[src/sv/unit_propagation_rounds_core_macros.svh]
// Assertion macros used by the RTL file unit_propagation_rounds_core.sv.
`ifndef UNIT_PROPAGATION_ROUNDS_CORE_MACROS_SVH
`define UNIT_PROPAGATION_ROUNDS_CORE_MACROS_SVH

// Same-cycle implication, disabled while reset is held.
`define UPR_ASSERT_IMP(lbl, clk, rst_n, ante, cons, msg) \
    lbl: assert property (@(posedge clk) disable iff (!(rst_n)) (ante) |-> (cons)) \
        else $error(msg);

// Next-cycle implication, disabled while reset is held.
`define UPR_ASSERT_NXT(lbl, clk, rst_n, ante, cons, msg) \
    lbl: assert property (@(posedge clk) disable iff (!(rst_n)) (ante) |=> (cons)) \
        else $error(msg);

`endif

[src/sv/upr_ram.sv]
module upr_ram #(
    parameter int WIDTH = 8,
    parameter int DEPTH = 16
) (
    input  logic                     i_clk,
    input  logic                     i_we,
    input  logic [$clog2(DEPTH)-1:0] i_waddr,
    input  logic [WIDTH-1:0]         i_wdata,
    input  logic [$clog2(DEPTH)-1:0] i_raddr,
    output logic [WIDTH-1:0]         o_rdata
);

    logic [WIDTH-1:0] r_mem [DEPTH];
    logic [WIDTH-1:0] r_rdata;

    always_ff @(posedge i_clk) begin
        if (i_we) begin
            r_mem[i_waddr] <= i_wdata;
        end
        r_rdata <= r_mem[i_raddr];
    end

    assign o_rdata = r_rdata;

endmodule

[config.mk]
export PLATFORM = sky130hd
export DESIGN_NAME = upr_ram
export DESIGN_NICKNAME = d
export VERILOG_FILES = /design/src/sv/unit_propagation_rounds_core_macros.svh /design/src/sv/upr_ram.sv
export SDC_FILE = /design/constraint.sdc
export NUM_CORES = 1
export LEC_CHECK = 0
export BUFFER_PORTS_ARGS = -buffer_cell sky130_fd_sc_hd__buf_2
export CAP_MARGIN = 30
export CORE_MARGIN = 5
export CORE_UTILIZATION = 54
export DETAILED_ROUTE_END_ITERATION = 8
export HOLD_SLACK_MARGIN = 0.05
export PLACE_DENSITY = 0.74
export SYNTH_ARGS = -nofsm -noshare
export SYNTH_HDL_FRONTEND = slang
export SYNTH_SLANG_ARGS = --single-unit
export TNS_END_PERCENT = 1
[constraint.sdc]
create_clock -name i_clk -period 1.6 [get_ports i_clk]
set_input_delay 0.24 -clock i_clk [delete_from_list [all_inputs] [get_ports i_clk]]
set_output_delay 0.24 -clock i_clk [all_outputs]
set_load 0.005 [all_outputs]
== Word level (Yosys, flattened, before mapping) ==
Memory sizes are Yosys's and may differ from the RTL's. A register that Yosys moved wholly into a read port is not among the register bits.
Index checks and enable logic that the tools add are counted.
Operators by class
  mux-type cells: 2
Operators with widths (count)
  $mux 1: 2
Word-level totals
  bits in registers: 0
  memory bits (writable): 128
  input bits: 18
  output and inout bits: 8
  word-level logic and storage cells: 3
  memories: 1
Memory list
  r_mem: words 16, width 8, read ports 1, clocked after memory_dff 1, wr ports 1, RTL line upr_ram.sv:13  | logic [WIDTH-1:0] r_mem [DEPTH];

== Depth between registers and ports, before layout ==
Gate-level depths: netlist of the first run.
  depth after elaboration: 2
  depth in mapped cells: 5
  gate-level depth less buffers: 3

== Least setup slack after synthesis of the first run ==
Ideal clock, no wire load.
  path kind: input -> register
  start point: input port i_waddr[2]
  end point: memory r_mem[0][0] (enable)
  library setup time: 383 ps
  arrival: 1350 ps
  data required time: 1217 ps
  slack: -133 ps
  cell stages on the path: 2
  path buffers: 0
  cells stage by stage: or3b_2 > nor3_1
RTL lines
  start, declared: RTL line upr_ram.sv:7  | input logic [$clog2(DEPTH)-1:0] i_waddr,
  end, declared: RTL line upr_ram.sv:13
Straight into the memory's write port.

==> results.py, run 1 <==
metrics = {
    "status": {
        "status": "complete, no violations",
    },
    "timing": {
        "period_needed_ns": 1.36,
        "skew_ns": 0.0111,
        "fmax_mhz": 735,
        "slew_headroom": 0.486,
        "slew_violations": 0,
        "fin_hold_ws_ns": 0.108,
        "fin_crit_sh": 0.850,
        "finalSetupViolations": 0,
        "rsz0062_at_grt": "no",
        "tightest_slew_ns": 0.769,
        "hold_viol_final": 0,
    },
    "yosys": {
        "yosysSeqAreaShare": 0.778,
        "syn-instance-count": 229,
        "syn_area_um2": 5150,
        "syn_nets": 247,
        "synthArstFlopShare": 0,
        "avgSynthCellArea_um2": 22.5,
        "ys_ff_latch": 136,
        "yosys_most_used_dff": "edfxtp_1",
        "yosysWarnings": 0,
        "synth-edff-count": 128,
        "synth.distinct_cells": 19,
    },
    "power": {
        "p_total_uw": 8570,
        "seqPwrFrac": 0.468,
        "power.switching_uw": 1670,
        "clkPwrFrac": 0.488,
        "p_int_uw": 6890,
        "switching_share": 0.195,
        "power.combinational.fraction": 0.044,
        "vdd_ir_drop_max_mv": 0.830,
        "leakage_uw": 0.00214,
        "p_per_area_nw_per_um2": 1380,
    },
    "worst_setup_path": {
        "critPathLaunchType": "register",
        "crit_type": "register to register",
        "endpoint_kind": "register",
        "crit_arrival_ns": 1.76,
        "path_max_fanout": 1,
        "worstPathRequired_ns": 2.00,
    },
    "cts": {
        "ctsHoldBuffers": 0,
        "htreeDepth": 4,
        "clk_latency_ns": 0.52,
        "cts.path.max_buffers": 2,
        "cts_tree": "yes",
        "cts_resized": 0,
        "clockRootBuffer": "clkbuf_8",
        "clk_pin_slew_ns": 0.06,
        "cts_num_sinks": 136,
        "numCtsBuffers": 17,
        "cts_setup_buffers": 0,
    },
    "floorplanning": {
        "io_pins": 26,
        "initial_utilization": 0.554,
        "dieArea_um2": 11600,
        "die-width_um": 108,
        "fp.coreArea_um2": 9280,
        "rows": 35,
        "die_h_um": 108,
    },
    "placement": {
        "dp.cells": 394,
        "gp_congestion": 0.797,
        "port_buffers": 25,
        "postPlaceCellArea_um2": 5560,
        "hpwl_um": 6210,
    },
    "routing": {
        "drt_pre_antenna_iters": 5,
        "num_vias": 2486,
        "viasPerCell": 5.84,
        "totalWireLength_um": 10000,
        "drtAntennaViolNets": 0,
        "wl_per_cell_um": 23.5,
        "drt_first_iter_violations": 200,
        "drc_errors": 0,
    },
    "finish": {
        "diodes": 0,
        "drive_gt1_frac": 0.330,
        "instances_no_fill": 426,
        "multiInputGateArea_um2": 1060,
        "area_growth_pct": 20.6,
        "final_cell_mix": "edfxtp_1, buf_2, mux4_2, buf_4",
        "fin_nets": 302,
        "mostFrequentLayoutCell": "edfxtp_1",
        "fillers": 608,
        "fin_area_um2": 6210,
        "seqCellArea_um2": 4000,
    },
    "grt": {
        "overflow": 0,
        "grt_max_degree": 33,
        "antenna_found_initial": 0,
        "grt_usage": 0.189,
        "grt_pass1_vias": 2561,
        "grt_pass1_wl_um": 15400,
    },
    "worst_hold_path": {
        "hp-class": "input port to register",
    },
    "run": {
        "timing.max_cap.violations": 0,
    },
}
Yosys cell counts, types with 2 or more instances:
library cell,count,area share
mux4_1,14,0.071
dfxtp_1,8,0.031
nand2_1,9,0.0066
nor2_1,13,0.0095
nor3_1,4,0.0039
nand2b_1,2,0.0024
buf_2,3,0.0029
mux4_2,18,0.079
buf_6,3,0.0066
a22oi_1,16,0.023
nand3b_1,2,0.0029
edfxtp_1,128,0.75
clkdlybuf4s25_2,3,0.0058
per-layer routing:
metal  vias up  routed length [um]  share of wire  global-route usage
met4         0                 107          0.011              0.0595
met3        13                 584          0.058              0.0504
met2       101                5180           0.52               0.309
met5         -                   0              0                   0
met1      1286                4130           0.41               0.250
li1       1086                   -              -                   -
power by group through the flow:
stage / registers [uW] / clock network (uW) / logic, uW
final: 4010 / 4180 / 376
after global placement: 4080 / 0 / 368
after global routing: 4010 / 4390 / 407
after detailed placement: 4080 / 0 / 377
after floorplan: 4080 / 0 / 202
after CTS: 4010 / 4230 / 383
logic make-up after synthesis:
family                 Yosys count  synth area share
muxes                           32             0.150
AOI/OAI and AO/OA               16            0.0233
DFF                            136             0.778
buffers and inverters           10            0.0168
and+or+nand+nor                 35            0.0318
per-stage QoR:
step           utilization  worst slack [ns]  TNS, ns
4_1_cts              0.669             0.207        0
2_1_floorplan            -            0.0939        0
5_1_grt              0.669             0.187        0
3_5_place_dp         0.599           -0.0645   -0.191
3_3_place_gp         0.599           -0.0437  -0.0728
6_report             0.669             0.240        0
path summary, 6_finish.rpt:
kind	from	endpoint	slack (ns)	cells after the start
setup / recovery	r_mem[2][2]$_DFFE_PP_	o_rdata[2]$_DFF_P_	0.24	3
hold / removal	i_wdata[1]	r_mem[2][1]$_DFFE_PP_	0.11	1
setup reg to reg	r_mem[2][2]$_DFFE_PP_	o_rdata[2]$_DFF_P_	0.24	3
hold reg to reg	r_mem[15][4]$_DFFE_PP_	o_rdata[4]$_DFF_P_	0.67	3
critical path: stages (launching register included):
cell and delay (ns):
edfxtp_1 0.38, mux4_1 0.50, a22oi_1 0.29, nand2_1 0.08
flip-flops by register name (all words and copies together) (netlist names):
name and flops:
r_mem 128, o_rdata 8
cell type report:
| cell class | count | share of cell area |
|---|---|---|
| flip-flops and latches | 136 | 0.645 |
| multi-input cells | 83 | 0.171 |
| clock buffers | 18 | 0.0689 |
| repair buffers | 46 | 0.0536 |
| clock inverters | 14 | 0.0353 |
| well taps | 129 | 0.0260 |
(Power assumes the default switching activity.)
==> run 2, diff against run 1 <==
--- a/config.mk
+++ b/config.mk
@@ -8,10 +8,11 @@
 export BUFFER_PORTS_ARGS = -buffer_cell sky130_fd_sc_hd__buf_2
 export CAP_MARGIN = 30
 export CORE_MARGIN = 5
-export CORE_UTILIZATION = 54
+export CORE_UTILIZATION = 55
 export DETAILED_ROUTE_END_ITERATION = 8
 export HOLD_SLACK_MARGIN = 0.05
-export PLACE_DENSITY = 0.74
+export PLACE_DENSITY = 0.73
+export RECOVER_POWER = 100
 export SYNTH_ARGS = -nofsm -noshare
 export SYNTH_HDL_FRONTEND = slang
 export SYNTH_SLANG_ARGS = --single-unit
==> constraint.sdc (replaced) <==
create_clock -name i_clk -period 1.3 [get_ports i_clk]
set_input_delay 0.195 -clock i_clk [delete_from_list [all_inputs] [get_ports i_clk]]
set_output_delay 0.195 -clock i_clk [all_outputs]
set_load 0.005 [all_outputs]
==> results.py, run 2 (synthesis gave the netlist of run 1 again) <==
metrics = {
    "status": {
        "status": "complete, no violations",
    },
    "worst_setup_path": {
        "cp_num_buf_inv": 0,
        "crit_type": "register to register",
        "timing.critical_path.from": "r_mem[3][3]$_DFFE_PP_",
        "reg2reg_slack_ns": 0.01,
        "crit_path_max_incr_delay_ns": 0.49,
        "worst_path_max_delay_cell": "mux4_2",
        "crit_chain": "mux4_2 -> a22oi_2 -> nand2_1",
        "timing.rr.end": "o_rdata[3]$_DFF_P_",
        "worst_r2r_startpoint": "r_mem[3][3]$_DFFE_PP_",
        "cp.depth": 3,
        "cp_top_family": "multiplexers",
        "crit_arrival_ns": 1.69,
        "critPathLaunchType": "register",
        "critPathCapture": "o_rdata[3]$_DFF_P_",
        "path_max_fanout": 1,
        "worstPathRequired_ns": 1.70,
        "endpoint_kind": "register",
        "r2r_cells": 3,
    },
    "floorplanning": {
        "initial_utilization": 0.560,
        "rows": 35,
        "die_h_um": 107,
        "dieArea_um2": 11400,
        "fp.coreArea_um2": 9200,
        "io_pins": 26,
        "die-width_um": 107,
    },
    "grt": {
        "grt_pass1_wl_um": 15800,
        "overflow": 0,
        "grt_max_degree": 18,
        "grt_pass1_vias": 2734,
        "grt_usage": 0.199,
        "antenna_found_initial": 0,
    },
    "placement": {
        "dp.cells": 385,
        "gp_congestion": 0.769,
        "port_buffers": 25,
        "pre_cts_slack_ns": -0.342,
        "hpwl_um": 6420,
    },
    "timing": {
        "fin_crit_sh": 0.990,
        "rsz0062_at_grt": "yes",
        "tightest_slew_ns": 1.01,
        "fin_setup_tns_ns": 0,
        "fin_hold_ws_ns": 0.227,
        "hold_viol_final": 0,
        "period_needed_ns": 1.29,
        "fmax_mhz": 777,
        "slew_headroom": 0.322,
        "worst_slack_ns": 0.0132,
        "skew_ns": 0.0143,
        "finalSetupViolations": 0,
        "slew_violations": 0,
    },
    "routing": {
        "totalWireLength_um": 10400,
        "num_vias": 2520,
        "drc_errors": 0,
        "viasPerCell": 5.99,
        "drt_pre_antenna_iters": 4,
        "drt_first_iter_violations": 213,
        "drtAntennaViolNets": 0,
        "wl_per_cell_um": 24.7,
    },
    "cts": {
        "cts_num_sinks": 136,
        "cts_setup_buffers": 0,
        "clk_pin_slew_ns": 0.06,
        "htreeDepth": 4,
        "cts_tree": "yes",
        "clockRootBuffer": "clkbuf_8",
        "clk_latency_ns": 0.52,
        "cts.path.max_buffers": 2,
        "numCtsBuffers": 17,
    },
    "finish": {
        "largest_reg_flops": 128,
        "instances_no_fill": 421,
        "mostFrequentLayoutCell": "edfxtp_1",
        "top_register": "r_mem",
        "area_growth_pct": 21.3,
        "fin_nets": 316,
        "final_cell_mix": "edfxtp_1, clkbuf_1, mux4_2, clkbuf_16, nor2_1",
        "diodes": 0,
        "drive_gt1_frac": 0.290,
    },
    "power": {
        "leakage_uw": 0.00211,
        "vdd_ir_drop_max_mv": 0.737,
        "p_per_area_nw_per_um2": 1650,
    },
    "run": {
        "timing.max_cap.violations": 0,
    },
    "worst_hold_path": {
        "hp-class": "input port to register",
    },
}
## run 2: area by class of cell
| class | instances | area (um^2) |
|---|---|---|
| tap | 111 | 139 |
| clock buffer | 18 | 418 |
| fill | 607 | 2950 |
| timing repair buffer | 60 | 419 |
| sequential | 136 | 4000 |
| clock inverter | 13 | 179 |
| multi-input combinational | 83 | 1090 |
## run 2: worst reg2reg max path: cells and delay by family (launching register included)
family             cells  cell delay (ns)
muxes                  1             0.49
DFF                    1             0.39
AOI/OAI and AO/OA      1             0.20
and+or+nand+nor        1             0.08
## run 2: worst min path at each step
stage	start	end	slack, ns	cells past startpoint
final	i_waddr[0]	r_mem[0][6]$_DFFE_PP_	0.23	3
after global routing	i_waddr[0]	r_mem[0][6]$_DFFE_PP_	0.23	3
after floorplan	i_wdata[0]	r_mem[0][0]$_DFFE_PP_	0.29	0
after detailed placement	o_rdata[4]$_DFF_P_	o_rdata[4]	0.58	1
after CTS	i_wdata[0]	r_mem[11][0]$_DFFE_PP_	0.05	1
after global placement	i_wdata[2]	r_mem[13][2]$_DFFE_PP_	0.58	1
## run 2: metal layers
metal,global-route usage,part of all wire,up-vias
met2,0.327,0.52,134
met4,0.0977,0.017,0
met3,0.0602,0.091,14
li1,-,-,1104
met5,0,0,-
met1,0.241,0.37,1268
## run 2: through the flow
stage	area (um^2)	power, uW	util
2_1_floorplan	5170	5270	-
3_3_place_gp	5690	5510	0.618
3_5_place_dp	5690	5530	0.618
4_1_cts	6350	10300	0.690
5_1_grt	6240	10600	0.679
6_report	6240	10300	0.679
## run 2: timing repair
item / 4_1_cts / 5_1_grt
gates resized for setup: 6 / 12
hold endpoints to repair: 76 / 0
pin swaps: 2 / 5
endpoints found under the setup margin: 6 / 7
hold buffers: 5 / 0
## run 2: report_power, final
part / leakage (uW) / internal (uW) / switching [uW] / total [uW]
registers: 0.00122 / 4910 / 37.0 / 4940
logic: 0.000599 / 237 / 274 / 510
clock network: 0.000286 / 3090 / 1730 / 4820
total: 0.00211 / 8230 / 2040 / 10300
==> run 3, diff against run 2 <==
--- a/config.mk
+++ b/config.mk
@@ -9,6 +9,7 @@
 export CAP_MARGIN = 30
 export CORE_MARGIN = 5
 export CORE_UTILIZATION = 55
+export CTS_BUF_LIST = sky130_fd_sc_hd__clkbuf_2
 export DETAILED_ROUTE_END_ITERATION = 8
 export HOLD_SLACK_MARGIN = 0.05
 export PLACE_DENSITY = 0.73
==> constraint.sdc (replaced) <==
create_clock -name i_clk -period 1.35 [get_ports i_clk]
set_input_delay 0.2025 -clock i_clk [delete_from_list [all_inputs] [get_ports i_clk]]
set_output_delay 0.2025 -clock i_clk [all_outputs]
set_load 0.005 [all_outputs]
==> results.py, run 3 (synthesis gave the netlist of run 1 again) <==
metrics = {
    "timing": {
        "period_needed_ns": 1.35,
        "slew_headroom": 0.399,
        "fin_setup_tns_ns": 0,
        "slew_violations": 0,
        "skew_ns": 0.0309,
        "tightest_slew_ns": 0.898,
        "fmax_mhz": 742,
        "finalSetupViolations": 0,
        "fin_crit_sh": 0.998,
        "fin_hold_ws_ns": 0.158,
        "hold_viol_final": 0,
        "rsz0062_at_grt": "yes",
    },
    "finish": {
        "top_register": "r_mem",
        "mostFrequentLayoutCell": "edfxtp_1",
        "area_growth_pct": 14.6,
        "fin_nets": 328,
        "final_cell_mix": "edfxtp_1, clkbuf_2, clkbuf_1, mux4_2, buf_2",
        "largest_reg_flops": 128,
        "drive_gt1_frac": 0.307,
        "final_util": 0.641,
    },
    "floorplanning": {
        "rows": 35,
        "die_h_um": 107,
        "die-width_um": 107,
        "initial_utilization": 0.560,
        "dieArea_um2": 11400,
        "io_pins": 26,
        "fp.coreArea_um2": 9200,
    },
    "worst_setup_path": {
        "worst_path_max_delay_cell": "dlygate4sd3_1",
        "path_max_fanout": 7,
        "endpoint_kind": "register",
        "crit_chain": "dlygate4sd3_1 -> clkbuf_1 -> nand2_1 -> nor2_1 -> clkbuf_1",
        "critPathLaunchType": "input port",
        "crit_type": "input port to register",
        "crit_path_max_incr_delay_ns": 0.52,
        "crit_path_frequent_cell": "clkbuf_1",
        "worstPathRequired_ns": 1.64,
        "crit_arrival_ns": 1.63,
    },
    "routing": {
        "drt_pre_antenna_iters": 4,
        "viasPerCell": 5.97,
        "num_vias": 2595,
        "wl_per_cell_um": 23.2,
        "drt_first_iter_violations": 272,
        "drtAntennaViolNets": 0,
        "totalWireLength_um": 10100,
        "drc_errors": 0,
    },
    "cts": {
        "cts_num_sinks": 136,
        "clockRootBuffer": "clkbuf_2",
        "cts_setup_buffers": 0,
        "numCtsBuffers": 17,
        "cts_tree": "yes",
        "clk_latency_ns": 0.63,
        "htreeDepth": 4,
        "clk_pin_slew_ns": 0.17,
        "cts.path.max_buffers": 2,
    },
    "grt": {
        "overflow": 0,
        "grt_pass1_vias": 2690,
        "antenna_found_initial": 1,
        "grt_pass1_wl_um": 15800,
        "grt_usage": 0.195,
        "grt_max_degree": 22,
    },
    "placement": {
        "port_buffers": 25,
        "hpwl_um": 6610,
        "gp_congestion": 0.750,
    },
    "run": {
        "timing.max_cap.violations": 0,
    },
    "power": {
        "p_total_uw": 7600,
        "leakage_uw": 0.00198,
        "p_per_area_nw_per_um2": 1290,
        "vdd_ir_drop_max_mv": 0.579,
    },
    "status": {
        "status": "complete, no violations",
    },
    "worst_hold_path": {
        "hp-class": "input port to register",
    },
}
==> run 3: cell count changes in the layout (fill, tap and decap cells not counted), moves of 4 or more <==
cell and change:
a22oi_1 +6, dlygate4sd3_1 +5, clkbuf_16 -16, clkbuf_2 +31, buf_12 -4, a22oi_2 -6
==> run 3: area by class of cell <==
class,count,area (um^2)
diodes,1,2.50
clock buffers,22,110
clock inverters,10,129
fillers,635,3300
multi-input cells,83,1070
flip-flops and latches,136,4010
well taps,111,139
repair buffers,72,442
==> run 3: repair_timing <==
action / 4_1_cts / 5_1_grt
gates cloned: 0 / 0
endpoints found under the setup margin: 4 / 13
pin swaps: 0 / 4
resized for setup: 5 / 10
hold buffers: 10 / 0
endpoints found under the hold margin: 130 / 0
==> run 3: critical path, delay by kind of cell <==
kind | cells | cell delay, ns
buf+inv | 3 | 1.07
simple gates | 2 | 0.35
==> run 3: stage by stage <==
stage	worst slack, ns	instance area, um^2	std cells
after floorplan	-0.119	5150	229
after global placement	-0.212	5630	392
after detailed placement	-0.266	5630	392
after CTS	-0.0218	5980	434
after global routing	-0.0543	5900	435
final	0.00297	5900	435
==> run 3: metal layers <==
layer / GRT usage / up-vias / routed length, um
met5: 0 / - / 0
met4: 0.0630 / 0 / 131
met3: 0.0427 / 8 / 666
met2: 0.307 / 112 / 5040
met1: 0.276 / 1339 / 4270
li1: - / 1136 / -
==> run 3: path summary, 6_finish.rpt <==
kind / start / endpoint / slack [ns] / cells after the start
min reg2reg: r_mem[14][2]$_DFFE_PP_ / o_rdata[2]$_DFF_P_ / 0.69 / 3
min: i_raddr[2] / o_rdata[2]$_DFF_P_ / 0.16 / 4
max reg2reg: r_mem[2][6]$_DFFE_PP_ / o_rdata[6]$_DFF_P_ / 0.02 / 3
max: i_waddr[1] / r_mem[11][1]$_DFFE_PP_ / 0.003 / 5
==> run 3: power by group <==
part           total (uW)  switching, uW  internal, uW
combinational         481            254           227
sequential           4750           30.8          4720
clock                2370           1320          1050
